===== src/design/nsr_pkg.sv =====
`timescale 1ns / 1ps
// ----------------------------------------------------------------------------
// nsr_pkg: shared constants and types for the Newton square root core
// Field widths, fixed-point start value, step cap and control state codes.
// ----------------------------------------------------------------------------
package nsr_pkg;

  // field widths
  localparam int VAL_W   = 40;             // Q24.16 value and tolerance
  localparam int ROOT_W  = 56;             // Q32.24 guess
  localparam int STEPS_W = 7;              // reported step count
  localparam int SQ_W    = 2 * ROOT_W;     // full-width square / error magnitude
  localparam int FRAC_SH = 32;             // Q.16 -> Q.48 alignment
  localparam int REM_W   = ROOT_W + 2;     // divider partial remainder (shifted)
  localparam int CNT_W   = $clog2(SQ_W + 1);

  // iteration cap (1..255) and its counter
  localparam int MAX_STEPS = 64;
  localparam int STEP_CNT_W = 8;

  // 0.1 in Q32.24, rounded to nearest
  localparam logic [ROOT_W-1:0] GUESS_INIT = ROOT_W'(1677722);

  // control states, one-hot
  typedef enum logic [6:0] {
    ST_IDLE = 7'b0000001,
    ST_SQR  = 7'b0000010,
    ST_ERR  = 7'b0000100,
    ST_CHK  = 7'b0001000,
    ST_DIV  = 7'b0010000,
    ST_UPD  = 7'b0100000,
    ST_FIN  = 7'b1000000
  } state_t;

endpackage


===== src/design/newton_square_root_core.sv =====
`timescale 1ns / 1ps
// ----------------------------------------------------------------------------
// newton_square_root_core: fixed-point Newton-Raphson square root
// Bit-serial square and restoring divide around a small control sequencer.
// ----------------------------------------------------------------------------
// One value (unsigned Q24.16) is taken at a time and its root comes back as an
// unsigned Q32.24 guess with the number of Newton steps and a not_converged
// flag. Each round squares the guess with a shift-add multiplier, then forms
// and tests the error; when a step is needed, a bit-serial restoring divider
// produces the 112-bit correction and the update state applies it. The next
// value is accepted once the current one has been posted to the output
// register, which holds it until taken. The tolerance register (reset 66)
// should be written only while the core is idle.
module newton_square_root_core (
  input  logic                           clk,
  input  logic                           rst_n,
  input  logic                           in_valid,
  output logic                           in_ready,
  input  logic [nsr_pkg::VAL_W-1:0]      in_value,
  output logic                           out_valid,
  input  logic                           out_ready,
  output logic [nsr_pkg::ROOT_W-1:0]     out_root,
  output logic [nsr_pkg::STEPS_W-1:0]    out_steps,
  output logic                           out_not_converged,
  input  logic                           cfg_we,
  input  logic [nsr_pkg::VAL_W-1:0]      cfg_tolerance
);

  localparam int ROOT_W = nsr_pkg::ROOT_W;
  localparam int SQ_W   = nsr_pkg::SQ_W;
  localparam int REM_W  = nsr_pkg::REM_W;
  localparam int CNT_W  = nsr_pkg::CNT_W;
  localparam int SCW    = nsr_pkg::STEP_CNT_W;

  nsr_pkg::state_t state_r, state_nxt;

  logic [nsr_pkg::VAL_W-1:0] tol_r, val_r, val_nxt;
  logic [ROOT_W-1:0]         g_r, g_nxt, m_r, m_nxt;
  logic [SQ_W-1:0]           acc_r, acc_nxt, n_r, n_nxt;
  logic [REM_W-2:0]          rem_r, rem_nxt;
  logic [CNT_W-1:0]          cnt_r, cnt_nxt;
  logic [SCW-1:0]            steps_r, steps_nxt;
  logic                      neg_r, neg_nxt, flag_r, flag_nxt;
  logic                      out_valid_r, out_valid_nxt;
  logic [ROOT_W-1:0]         out_root_r, out_root_nxt;
  logic [nsr_pkg::STEPS_W-1:0] out_steps_r, out_steps_nxt;
  logic                      out_nc_r, out_nc_nxt;

  // datapath helpers
  logic [ROOT_W:0]   sq_sum;
  logic [SQ_W-1:0]   target, tol_w;
  logic              sq_lt;
  logic [REM_W-1:0]  rem_sh;
  logic [REM_W:0]    trial;
  logic [ROOT_W:0]   g_add;
  logic              q_hi_nz;

  assign target  = SQ_W'({val_r, nsr_pkg::FRAC_SH'(0)});
  assign tol_w   = SQ_W'({tol_r, nsr_pkg::FRAC_SH'(0)});
  assign sq_sum  = {1'b0, acc_r[SQ_W-1:ROOT_W]} + (m_r[0] ? {1'b0, g_r} : '0);
  assign sq_lt   = acc_r < target;
  assign rem_sh  = {rem_r, n_r[SQ_W-1]};
  assign trial   = {1'b0, rem_sh} - {2'b00, g_r, 1'b0};
  assign g_add   = {1'b0, g_r} + {1'b0, n_r[ROOT_W-1:0]};
  assign q_hi_nz = |n_r[SQ_W-1:ROOT_W];

  // tolerance register
  always_ff @(posedge clk) begin
    if (!rst_n) begin
      tol_r <= nsr_pkg::VAL_W'(66);
    end else if (cfg_we) begin
      tol_r <= cfg_tolerance;
    end
  end

  // sequencer and serial datapath
  always_comb begin
    state_nxt     = state_r;
    val_nxt       = val_r;
    g_nxt         = g_r;
    m_nxt         = m_r;
    acc_nxt       = acc_r;
    n_nxt         = n_r;
    rem_nxt       = rem_r;
    cnt_nxt       = cnt_r;
    steps_nxt     = steps_r;
    neg_nxt       = neg_r;
    flag_nxt      = flag_r;
    out_valid_nxt = out_valid_r & ~out_ready;
    out_root_nxt  = out_root_r;
    out_steps_nxt = out_steps_r;
    out_nc_nxt    = out_nc_r;
    unique case (state_r)
      nsr_pkg::ST_IDLE: begin
        if (in_valid) begin
          val_nxt   = in_value;
          g_nxt     = nsr_pkg::GUESS_INIT;
          m_nxt     = nsr_pkg::GUESS_INIT;
          acc_nxt   = '0;
          cnt_nxt   = '0;
          steps_nxt = '0;
          flag_nxt  = 1'b0;
          state_nxt = nsr_pkg::ST_SQR;
        end
      end
      nsr_pkg::ST_SQR: begin
        // shift-add square, one multiplier bit per cycle
        acc_nxt = {sq_sum, acc_r[ROOT_W-1:1]};
        m_nxt   = m_r >> 1;
        cnt_nxt = cnt_r + CNT_W'(1);
        if (cnt_r == CNT_W'(ROOT_W - 1)) begin
          state_nxt = nsr_pkg::ST_ERR;
        end
      end
      nsr_pkg::ST_ERR: begin
        neg_nxt   = sq_lt;
        n_nxt     = sq_lt ? (target - acc_r) : (acc_r - target);
        state_nxt = nsr_pkg::ST_CHK;
      end
      nsr_pkg::ST_CHK: begin
        rem_nxt = '0;
        cnt_nxt = '0;
        if (tol_w >= n_r) begin
          state_nxt = nsr_pkg::ST_FIN;
        end else if (steps_r >= SCW'(nsr_pkg::MAX_STEPS)) begin
          flag_nxt  = 1'b1;
          state_nxt = nsr_pkg::ST_FIN;
        end else begin
          state_nxt = nsr_pkg::ST_DIV;
        end
      end
      nsr_pkg::ST_DIV: begin
        // restoring divide by 2*guess; quotient bits shift into n_r
        cnt_nxt = cnt_r + CNT_W'(1);
        if (!trial[REM_W]) begin
          rem_nxt = trial[REM_W-2:0];
          n_nxt   = {n_r[SQ_W-2:0], 1'b1};
        end else begin
          rem_nxt = rem_sh[REM_W-2:0];
          n_nxt   = {n_r[SQ_W-2:0], 1'b0};
        end
        if (cnt_r == CNT_W'(SQ_W - 1)) begin
          state_nxt = nsr_pkg::ST_UPD;
        end
      end
      nsr_pkg::ST_UPD: begin
        acc_nxt = '0;
        cnt_nxt = '0;
        if (neg_r && (q_hi_nz || g_add[ROOT_W])) begin
          flag_nxt  = 1'b1;
          state_nxt = nsr_pkg::ST_FIN;
        end else if (!neg_r && (q_hi_nz || n_r[ROOT_W-1:0] >= g_r)) begin
          flag_nxt  = 1'b1;
          state_nxt = nsr_pkg::ST_FIN;
        end else begin
          g_nxt     = neg_r ? g_add[ROOT_W-1:0] : (g_r - n_r[ROOT_W-1:0]);
          m_nxt     = g_nxt;
          steps_nxt = steps_r + SCW'(1);
          state_nxt = nsr_pkg::ST_SQR;
        end
      end
      nsr_pkg::ST_FIN: begin
        // post once the output register is free
        if (!out_valid_r || out_ready) begin
          out_valid_nxt = 1'b1;
          out_root_nxt  = g_r;
          out_steps_nxt = steps_r[nsr_pkg::STEPS_W-1:0];
          out_nc_nxt    = flag_r;
          state_nxt     = nsr_pkg::ST_IDLE;
        end
      end
      default: state_nxt = nsr_pkg::ST_IDLE;
    endcase
  end

  // control registers
  always_ff @(posedge clk) begin
    if (!rst_n) begin
      state_r     <= nsr_pkg::ST_IDLE;
      out_valid_r <= 1'b0;
    end else begin
      state_r     <= state_nxt;
      out_valid_r <= out_valid_nxt;
    end
  end

  // payload registers
  always_ff @(posedge clk) begin
    val_r       <= val_nxt;
    g_r         <= g_nxt;
    m_r         <= m_nxt;
    acc_r       <= acc_nxt;
    n_r         <= n_nxt;
    rem_r       <= rem_nxt;
    cnt_r       <= cnt_nxt;
    steps_r     <= steps_nxt;
    neg_r       <= neg_nxt;
    flag_r      <= flag_nxt;
    out_root_r  <= out_root_nxt;
    out_steps_r <= out_steps_nxt;
    out_nc_r    <= out_nc_nxt;
  end

  assign in_ready          = (state_r == nsr_pkg::ST_IDLE);
  assign out_valid         = out_valid_r;
  assign out_root          = out_root_r;
  assign out_steps         = out_steps_r;
  assign out_not_converged = out_nc_r;

endmodule


===== config.mk =====
export PLATFORM = sky130hd
export DESIGN_NAME = newton_square_root_core
export DESIGN_NICKNAME = d
export VERILOG_FILES = /design/src/design/nsr_pkg.sv /design/src/design/newton_square_root_core.sv
export SDC_FILE = /design/constraint.sdc
export NUM_CORES = 2
export LEC_CHECK = 0
export ABC_CLOCK_PERIOD_IN_PS = 10600
export BUFFER_PORTS_ARGS = -buffer_cell sky130_fd_sc_hd__buf_4
export CELL_PAD_IN_SITES_DETAIL_PLACEMENT = 1
export CELL_PAD_IN_SITES_GLOBAL_PLACEMENT = 2
export CORE_ASPECT_RATIO = 0.9
export CORE_MARGIN = 5
export CORE_UTILIZATION = 30
export DETAILED_ROUTE_END_ITERATION = 8
export GPL_ROUTABILITY_DRIVEN = 0
export GPL_TIMING_DRIVEN = 0
export HOLD_SLACK_MARGIN = 0.06
export PLACE_DENSITY = 0.7
export SLEW_MARGIN = 0
export SYNTH_ARGS = -nofsm -noshare
export SYNTH_HDL_FRONTEND = slang
export SYNTH_SLANG_ARGS = --single-unit

===== constraint.sdc =====
create_clock -name clk -period 10.6 [get_ports clk]
set_input_delay 0.53 -clock clk [delete_from_list [all_inputs] [get_ports clk]]
set_output_delay 0.53 -clock clk [all_outputs]
set_load 0.05 [all_outputs]

## After elaboration in Yosys (flattened, before gate mapping)

Cells that the tools add are included.

| storage, ports and cells | value |
|---|---|
| logic and storage cells | 109 |
| flip-flop bits (word level) | 562 |
| bits of input ports | 85 |

| cells by class | value |
|---|---|
| multiplexer cells | 37 |
| equality and inequality tests | 18 |
| reduce and logical (&&, ||, !) cells | 24 |
| $add $sub $neg | 8 |
| magnitude comparators | 4 |
| bitwise gates (word level) | 2 |

Operators with widths:

| kind | number |
|---|---|
| case mux 112 bit (3 select lines) | 1 |
| 2-to-1 mux 56 bit | 5 |
| 2-to-1 mux 112 bit | 2 |
| case mux 112 bit (2 select lines) | 1 |
| case mux 56 bit (3 select lines) | 1 |
| adder 56 x 56 -> 57 bit | 2 |
| case mux 57 bit (2 select lines) | 1 |
| >= comparator 72 x 112 -> 1 bit | 1 |
| < comparator 112 x 72 -> 1 bit | 1 |
| case mux 56 bit (2 select lines) | 1 |
| subtractor 112 x 72 -> 112 bit | 1 |
| subtractor 72 x 112 -> 112 bit | 1 |
| 2-to-1 mux 7 bit | 9 |
| subtractor 58 x 57 -> 59 bit | 1 |
| 2-to-1 mux 57 bit | 1 |
| >= comparator 56 bit | 1 |
| OR reduction 56 bit | 1 |
| subtractor 56 bit | 1 |
| case mux 7 bit (7 select lines) | 1 |
| 2-to-1 mux 8 bit | 3 |
| case mux 7 bit (3 select lines) | 1 |
| != test 2 bit, second input constant | 8 |
| case mux 8 bit (2 select lines) | 1 |
| == test 7 x 6 -> 1 bit, second input constant | 2 |
| other kinds (23) | 45 |

## Longest topological paths before layout

| depth | value |
|---|---|
| word-level depth | 6 |
| mapped depth | 18 |
| gate-level depth less buffers | 16 |

## Least setup slack after synthesis

Ideal clock, no wire load.

| timing path | value |
|---|---|
| path type | register to register |
| start point | register state_r[3] |
| end point | register m_r[0] (enable) |
| arrival | 8.503 ns |
| cell stages (with the launch flop) | 8 |
| required time | 10.180 ns |
| setup slack | 1.677 ns |
| period minus slack after synthesis | 8.923 ns |
| setup time | 0.420 ns |
| buffers on the path | 0 |
| cell sequence | dfxtp_1 nor2_1 or4b_2 or3b_2 inv_1 nor3_1 nor2_1 and2_1 |

| on the way | value |
|---|---|
| longest elaborated chain between the ends | 3 |
| elaborated cells between the ends (all ways) | 8 |
| those cells by class | 6 x eq/ne; 2 x reduce/logical |

RTL lines:

| what | line | RTL |
|---|---|---|
| start, declared | newton_square_root_core.sv:35 | `nsr_pkg::state_t state_r, state_nxt;` |
| start signal, assigned | newton_square_root_core.sv:179 | `state_r <= nsr_pkg::ST_IDLE;` |
| start signal, assigned | newton_square_root_core.sv:182 | `state_r <= state_nxt;` |
| == test 7 x 1 -> 1 bit * | n/a |  |
| named net in_ready | newton_square_root_core.sv:18 | `output logic in_ready,` |
| != test 2 bit (no line) or nonzero test 3 bit (tied branches) | n/a |  |
| AND reduction 4 bit (no line) * | n/a |  |
| end signal, assigned | newton_square_root_core.sv:191 | `m_r <= m_nxt;` |
| end, declared | newton_square_root_core.sv:38 | `logic [ROOT_W-1:0] g_r, g_nxt, m_r, m_nxt;` |

Mark *: on every way through the listed nets, which the timed path passes. The rest lies on a longest branch.
A chain may end at the register's enable or synchronous reset.

## Final worst setup path

| timing path | value |
|---|---|
| start point | register g_r[9] |
| end point | register g_r[4] (enable) |

| on the way | value |
|---|---|
| longest elaborated chain between the ends | 5 |
| elaborated cells between the ends (all ways) | 9 |
| those cells by class | 1 x add/sub; 1 x order compare; 2 x eq/ne; 5 x reduce/logical |

RTL lines:

| what | line | RTL |
|---|---|---|
| start, declared | newton_square_root_core.sv:38 |  |
| start signal, assigned | newton_square_root_core.sv:190 | `g_r <= g_nxt;` |
| adder 56 x 56 -> 57 bit or >= comparator 56 bit (tied branches) | newton_square_root_core.sv:64, newton_square_root_core.sv:152 |  |
| logical OR 1 bit, on equally long branches | newton_square_root_core.sv:149, newton_square_root_core.sv:152 |  |
| logical AND 1 bit, on equally long branches | newton_square_root_core.sv:149, newton_square_root_core.sv:152 |  |
| != test 2 bit (no line) | n/a |  |
| AND reduction 4 bit (no line) * | n/a |  |

Mark *: on every way between the ends. The rest lies on a longest branch, timed or not.

==> summary.txt <==
========================================================================================
Adder-cell share of the synthesized area                                           0.105
Final net count                                                                     5387
Core Util, Final                                                                   0.351
Count of cell types in the netlist                                                   100
Max-slew violation total from the final report                                         0
CP endpoint kind                                                                register
Primary flip-flop cell chosen by synthesis mapping                          sky130_fd_sc_hd__edfxtp_1
Detail-routed net length per standard cell                                       25.2 µm
Top cells by area, synth                                                    sky130_fd_sc_hd__edfxtp_1 37%, sky130_fd_sc_hd__ha_1 10%, sky130_fd_sc_hd__a21oi_1 5.2%
Highest ir drop seen on vdd                                                       123 µV
Clock Pin Slew Worst Setup and Hold Paths                                          60 ps
Synthesis Warnings                                                                     0
Psw                                                                              5480 µW
Fraction of final layout cells with drive strength greater than 1                 0.0791
Detail Route Antenna Nets                                                              0
Leakage component of the power                                                 0.0198 µW
Post-synthesis instance total                                                       4643
Post-synthesis async set-or-reset flop share                                           0
Switching power as a share of total power                                          0.455
Total of flip-flops plus latches after synthesis                                     562
Slew at the pin closest to its max-slew limit                                    1450 ps
Wire length reported by the detailed router                                    173000 µm
Final global-route overflow total                                                      0
Overall die width                                                                 405 µm
H-tree lvl count                                                                       3
Arrival time of data at the critical path endpoint                               6610 ps
Wire length of the first global-routing pass                                   252000 µm
Drc violations                                                                         0
RSZ-0062 raised after global routing                                               false
Top cell type by total area after synthesis                                 sky130_fd_sc_hd__edfxtp_1
Total area of multi-input combinational cells                                  23500 µm²
Via count                                                                          37500
Number of post-CTS setup repair buffers                                                0
Classification of the worst setup path                                      register to register
Hold Violations, Final                                                                 0
Reg2reg start                                                                     g_r[9]
Sequential cell area                                                           16400 µm²
Worst Hold Slack                                                                  108 ps
CP max FO                                                                             25
Total of max-cap violations                                                            0
HPWL reported at the end of detailed placement                                 138000 µm
Share of the cycle needed by the critical path after routing                       0.590
Final-layout fill cell count                                                       16200
XOR/XNOR Fraction of Synth Area                                                   0.0554
Cell Rows                                                                            130
Fin Clk Skew                                                                     30.6 ps
Total of buffers placed on input and output ports                                    149
Area growth from synthesis to layout                                               16.3%
Post-synthesis share of cell area spent on and, or, nand and nor gates             0.162
Number of buffers between clock root and the deepest sink                              3
Nets in the synthesized netlist                                                     5079
Origin of the worst min-delay path                                          cfg_tolerance[10]
Tightest slew margin relative to the limit                                        0.0331
Number of antenna violations at the first check in global routing                     11
Maximum number of pins on one net before global-route repair                          58
Maximum operating frequency                                                    0.160 GHz
Global-route usage over all layers                                                 0.227
Path type of the worst min-delay path                                       input port to register
Setup crit start kind                                                           register
Combinational family with the most area after synthesis                     compound AO/OA/AOI/OAI gates
Mux cell area share after synthesis                                               0.0248
Power density over the cells                                                  246 nW/µm²
Number of DRC violations after detailed-routing iteration 0                         3083
Launching element of the worst setup path                                         g_r[9]
Mapped cell area                                                               42100 µm²
Clock power share                                                                  0.212
Cell-internal power                                                              6560 µW
Number of global-route vias before repair                                          37700
Part of the power in combinational logic                                           0.485
Average vias per placed instance                                                    5.47
Initial Utilization                                                                0.302
Core region area                                                              139000 µm²
Setup violators final                                                                  0
CTS root buf                                                                sky130_fd_sc_hd__clkbuf_16
Area fraction in compound gates after synthesis                                    0.211
Worst-Skew Late Latency                                                           690 ps
Syn avg cell area                                                               9.06 µm²
Run status                                                                  finished clean
I/O pins                                                                             151
Clock tree from TritonCTS                                                          built
Minimum clock period                                                             6250 ps
Leading post-synthesis cells by instance count                              514 x sky130_fd_sc_hd__edfxtp_1, 496 x sky130_fd_sc_hd__nor2_1, 437 x sky130_fd_sc_hd__a21oi_1
Number of CTS-inserted buffers                                                        71
Vertical die dimension                                                            365 µm
Fraction of post-synthesis cell area in the top cell type by area                  0.367
Number of search-and-repair iterations in the first detailed-routing pass              6
Worst endpoint required time                                                    10960 ps
Overall die area                                                              148000 µm²
Most common cell in the netlist                                             sky130_fd_sc_hd__edfxtp_1
CTS sink cnt                                                                         562
Seq pwr share                                                                      0.303
Part of the Yosys area used for sequential elements                                0.390
EDFF count, synth                                                                    514
========================================================================================
## worst max-delay path, cell delays in order, from the launching register on
cell                       delay [ps]
sky130_fd_sc_hd__edfxtp_1         570
sky130_fd_sc_hd__ha_1             360
sky130_fd_sc_hd__clkbuf_1         390
sky130_fd_sc_hd__inv_1            130
sky130_fd_sc_hd__or4_1            640
sky130_fd_sc_hd__o31ai_1         1180
sky130_fd_sc_hd__a41oi_1          590
sky130_fd_sc_hd__nor3_1           350
sky130_fd_sc_hd__o211ai_1         220
sky130_fd_sc_hd__and2_1           310
sky130_fd_sc_hd__a21oi_4          620
sky130_fd_sc_hd__buf_12           290
sky130_fd_sc_hd__buf_12           220
## layer usage
layer  GRT usage  vias to the layer above  wire length [µm]
met1       0.326                    18700             82600
met4      0.0590                        0              4880
met3      0.0486                      212             11700
li1            -                    17500                 -
met2       0.347                     1047             73800
met5           0                        -                 0
## layout by cell type, fill, tap and decap left out, types with 71 or more instances in the layout
cell type | Yosys | layout
sky130_fd_sc_hd__xnor2_1 | 167 | 167
sky130_fd_sc_hd__mux2i_1 | 101 | 101
sky130_fd_sc_hd__buf_4 | 7 | 156
sky130_fd_sc_hd__a21oi_1 | 437 | 436
sky130_fd_sc_hd__inv_1 | 329 | 329
sky130_fd_sc_hd__clkbuf_1 | 161 | 166
sky130_fd_sc_hd__xor2_1 | 99 | 99
sky130_fd_sc_hd__a21o_1 | 205 | 205
sky130_fd_sc_hd__ha_1 | 346 | 346
sky130_fd_sc_hd__and2_1 | 107 | 105
sky130_fd_sc_hd__nand2_1 | 331 | 329
sky130_fd_sc_hd__nor2_1 | 496 | 495
sky130_fd_sc_hd__edfxtp_1 | 514 | 514
sky130_fd_sc_hd__clkbuf_16 | 0 | 71
sky130_fd_sc_hd__o21ai_0 | 259 | 259
sky130_fd_sc_hd__o21bai_1 | 73 | 73
sky130_fd_sc_hd__nor3_1 | 85 | 85
sky130_fd_sc_hd__dlygate4sd3_1 | 0 | 73
sky130_fd_sc_hd__nand3_1 | 83 | 83
## layout make-up
cell class	instances	area share
sequential	562	0.335
buffer	219	0.0192
tap	1848	0.0472
multi-input combinational	3531	0.481
clock inverter	51	0.0117
antenna	4	0.000205
timing repair buffer	235	0.0433
inverter	331	0.0254
clock buffer	79	0.0369
## cell families (layout without fill, tap and decap cells)
group                    count (synthesis)  in the layout
AO/OA/AOI/OAI                         1389           1389
XOR/XNOR                               266            266
adder cells (fa/ha/maj)                351            351
buffers and inverters                  550            915
flip-flops                             562            562
multiplexers                           104            104
other                                    0              4
AND/OR/NAND/NOR                       1421           1421
## state kept, by name, summed over array words and instances (netlist names)
signal / count
tol_r: 40
val_r: 40
acc_r: 112
steps_r: 8
flag_r: 1
out_valid: 1
g_r: 56
out_steps: 7
out_not_converged: 1
n_r: 112
rem_r: 57
state_r: 7
m_r: 56
neg_r: 1
out_root: 56
cnt_r: 7
## per-stage QoR
| stage | cell area [µm²] | setup TNS, ps | std cells | total power [µW] | worst slack [ps] |
|---|---|---|---|---|---|
| 2_1_floorplan | 42100 | 0 | 4643 | 7310 | 1680 |
| 3_3_place_gp | 45500 | -344550 | 6640 | 9340 | -3540 |
| 3_5_place_dp | 45800 | 0 | 6653 | 9370 | 4620 |
| 4_1_cts | 48900 | 0 | 6856 | 12000 | 4600 |
| 5_1_grt | 48900 | 0 | 6856 | 12700 | 4160 |
| 6_report | 48900 | 0 | 6860 | 12000 | 4350 |
## power groups by stage
| stage | registers (µW) | clock network, µW | logic [µW] |
|---|---|---|---|
| 5_1_grt | 3680 | 2710 | 6350 |
| 3_3_place_gp | 3780 | 0 | 5560 |
| 4_1_cts | 3660 | 2630 | 5750 |
| 6_report | 3640 | 2550 | 5840 |
| 3_5_place_dp | 3700 | 0 | 5670 |
| 2_1_floorplan | 3400 | 0 | 3920 |
## what timing repair did
item                                   CTS  global route
hold buffers                            73             0
resized for setup                        0             0
endpoints found under the hold margin   72             0
## path summary, 6_finish.rpt
path / slack, ps / to / depth (start not counted)
min reg2reg: 440 / out_not_converged / 0
min: 110 / tol_r[10] / 3
max reg2reg: 4350 / g_r[4] / 12
max: 4350 / g_r[4] / 12
No activity file was read; power rests on OpenSTA's default activity.
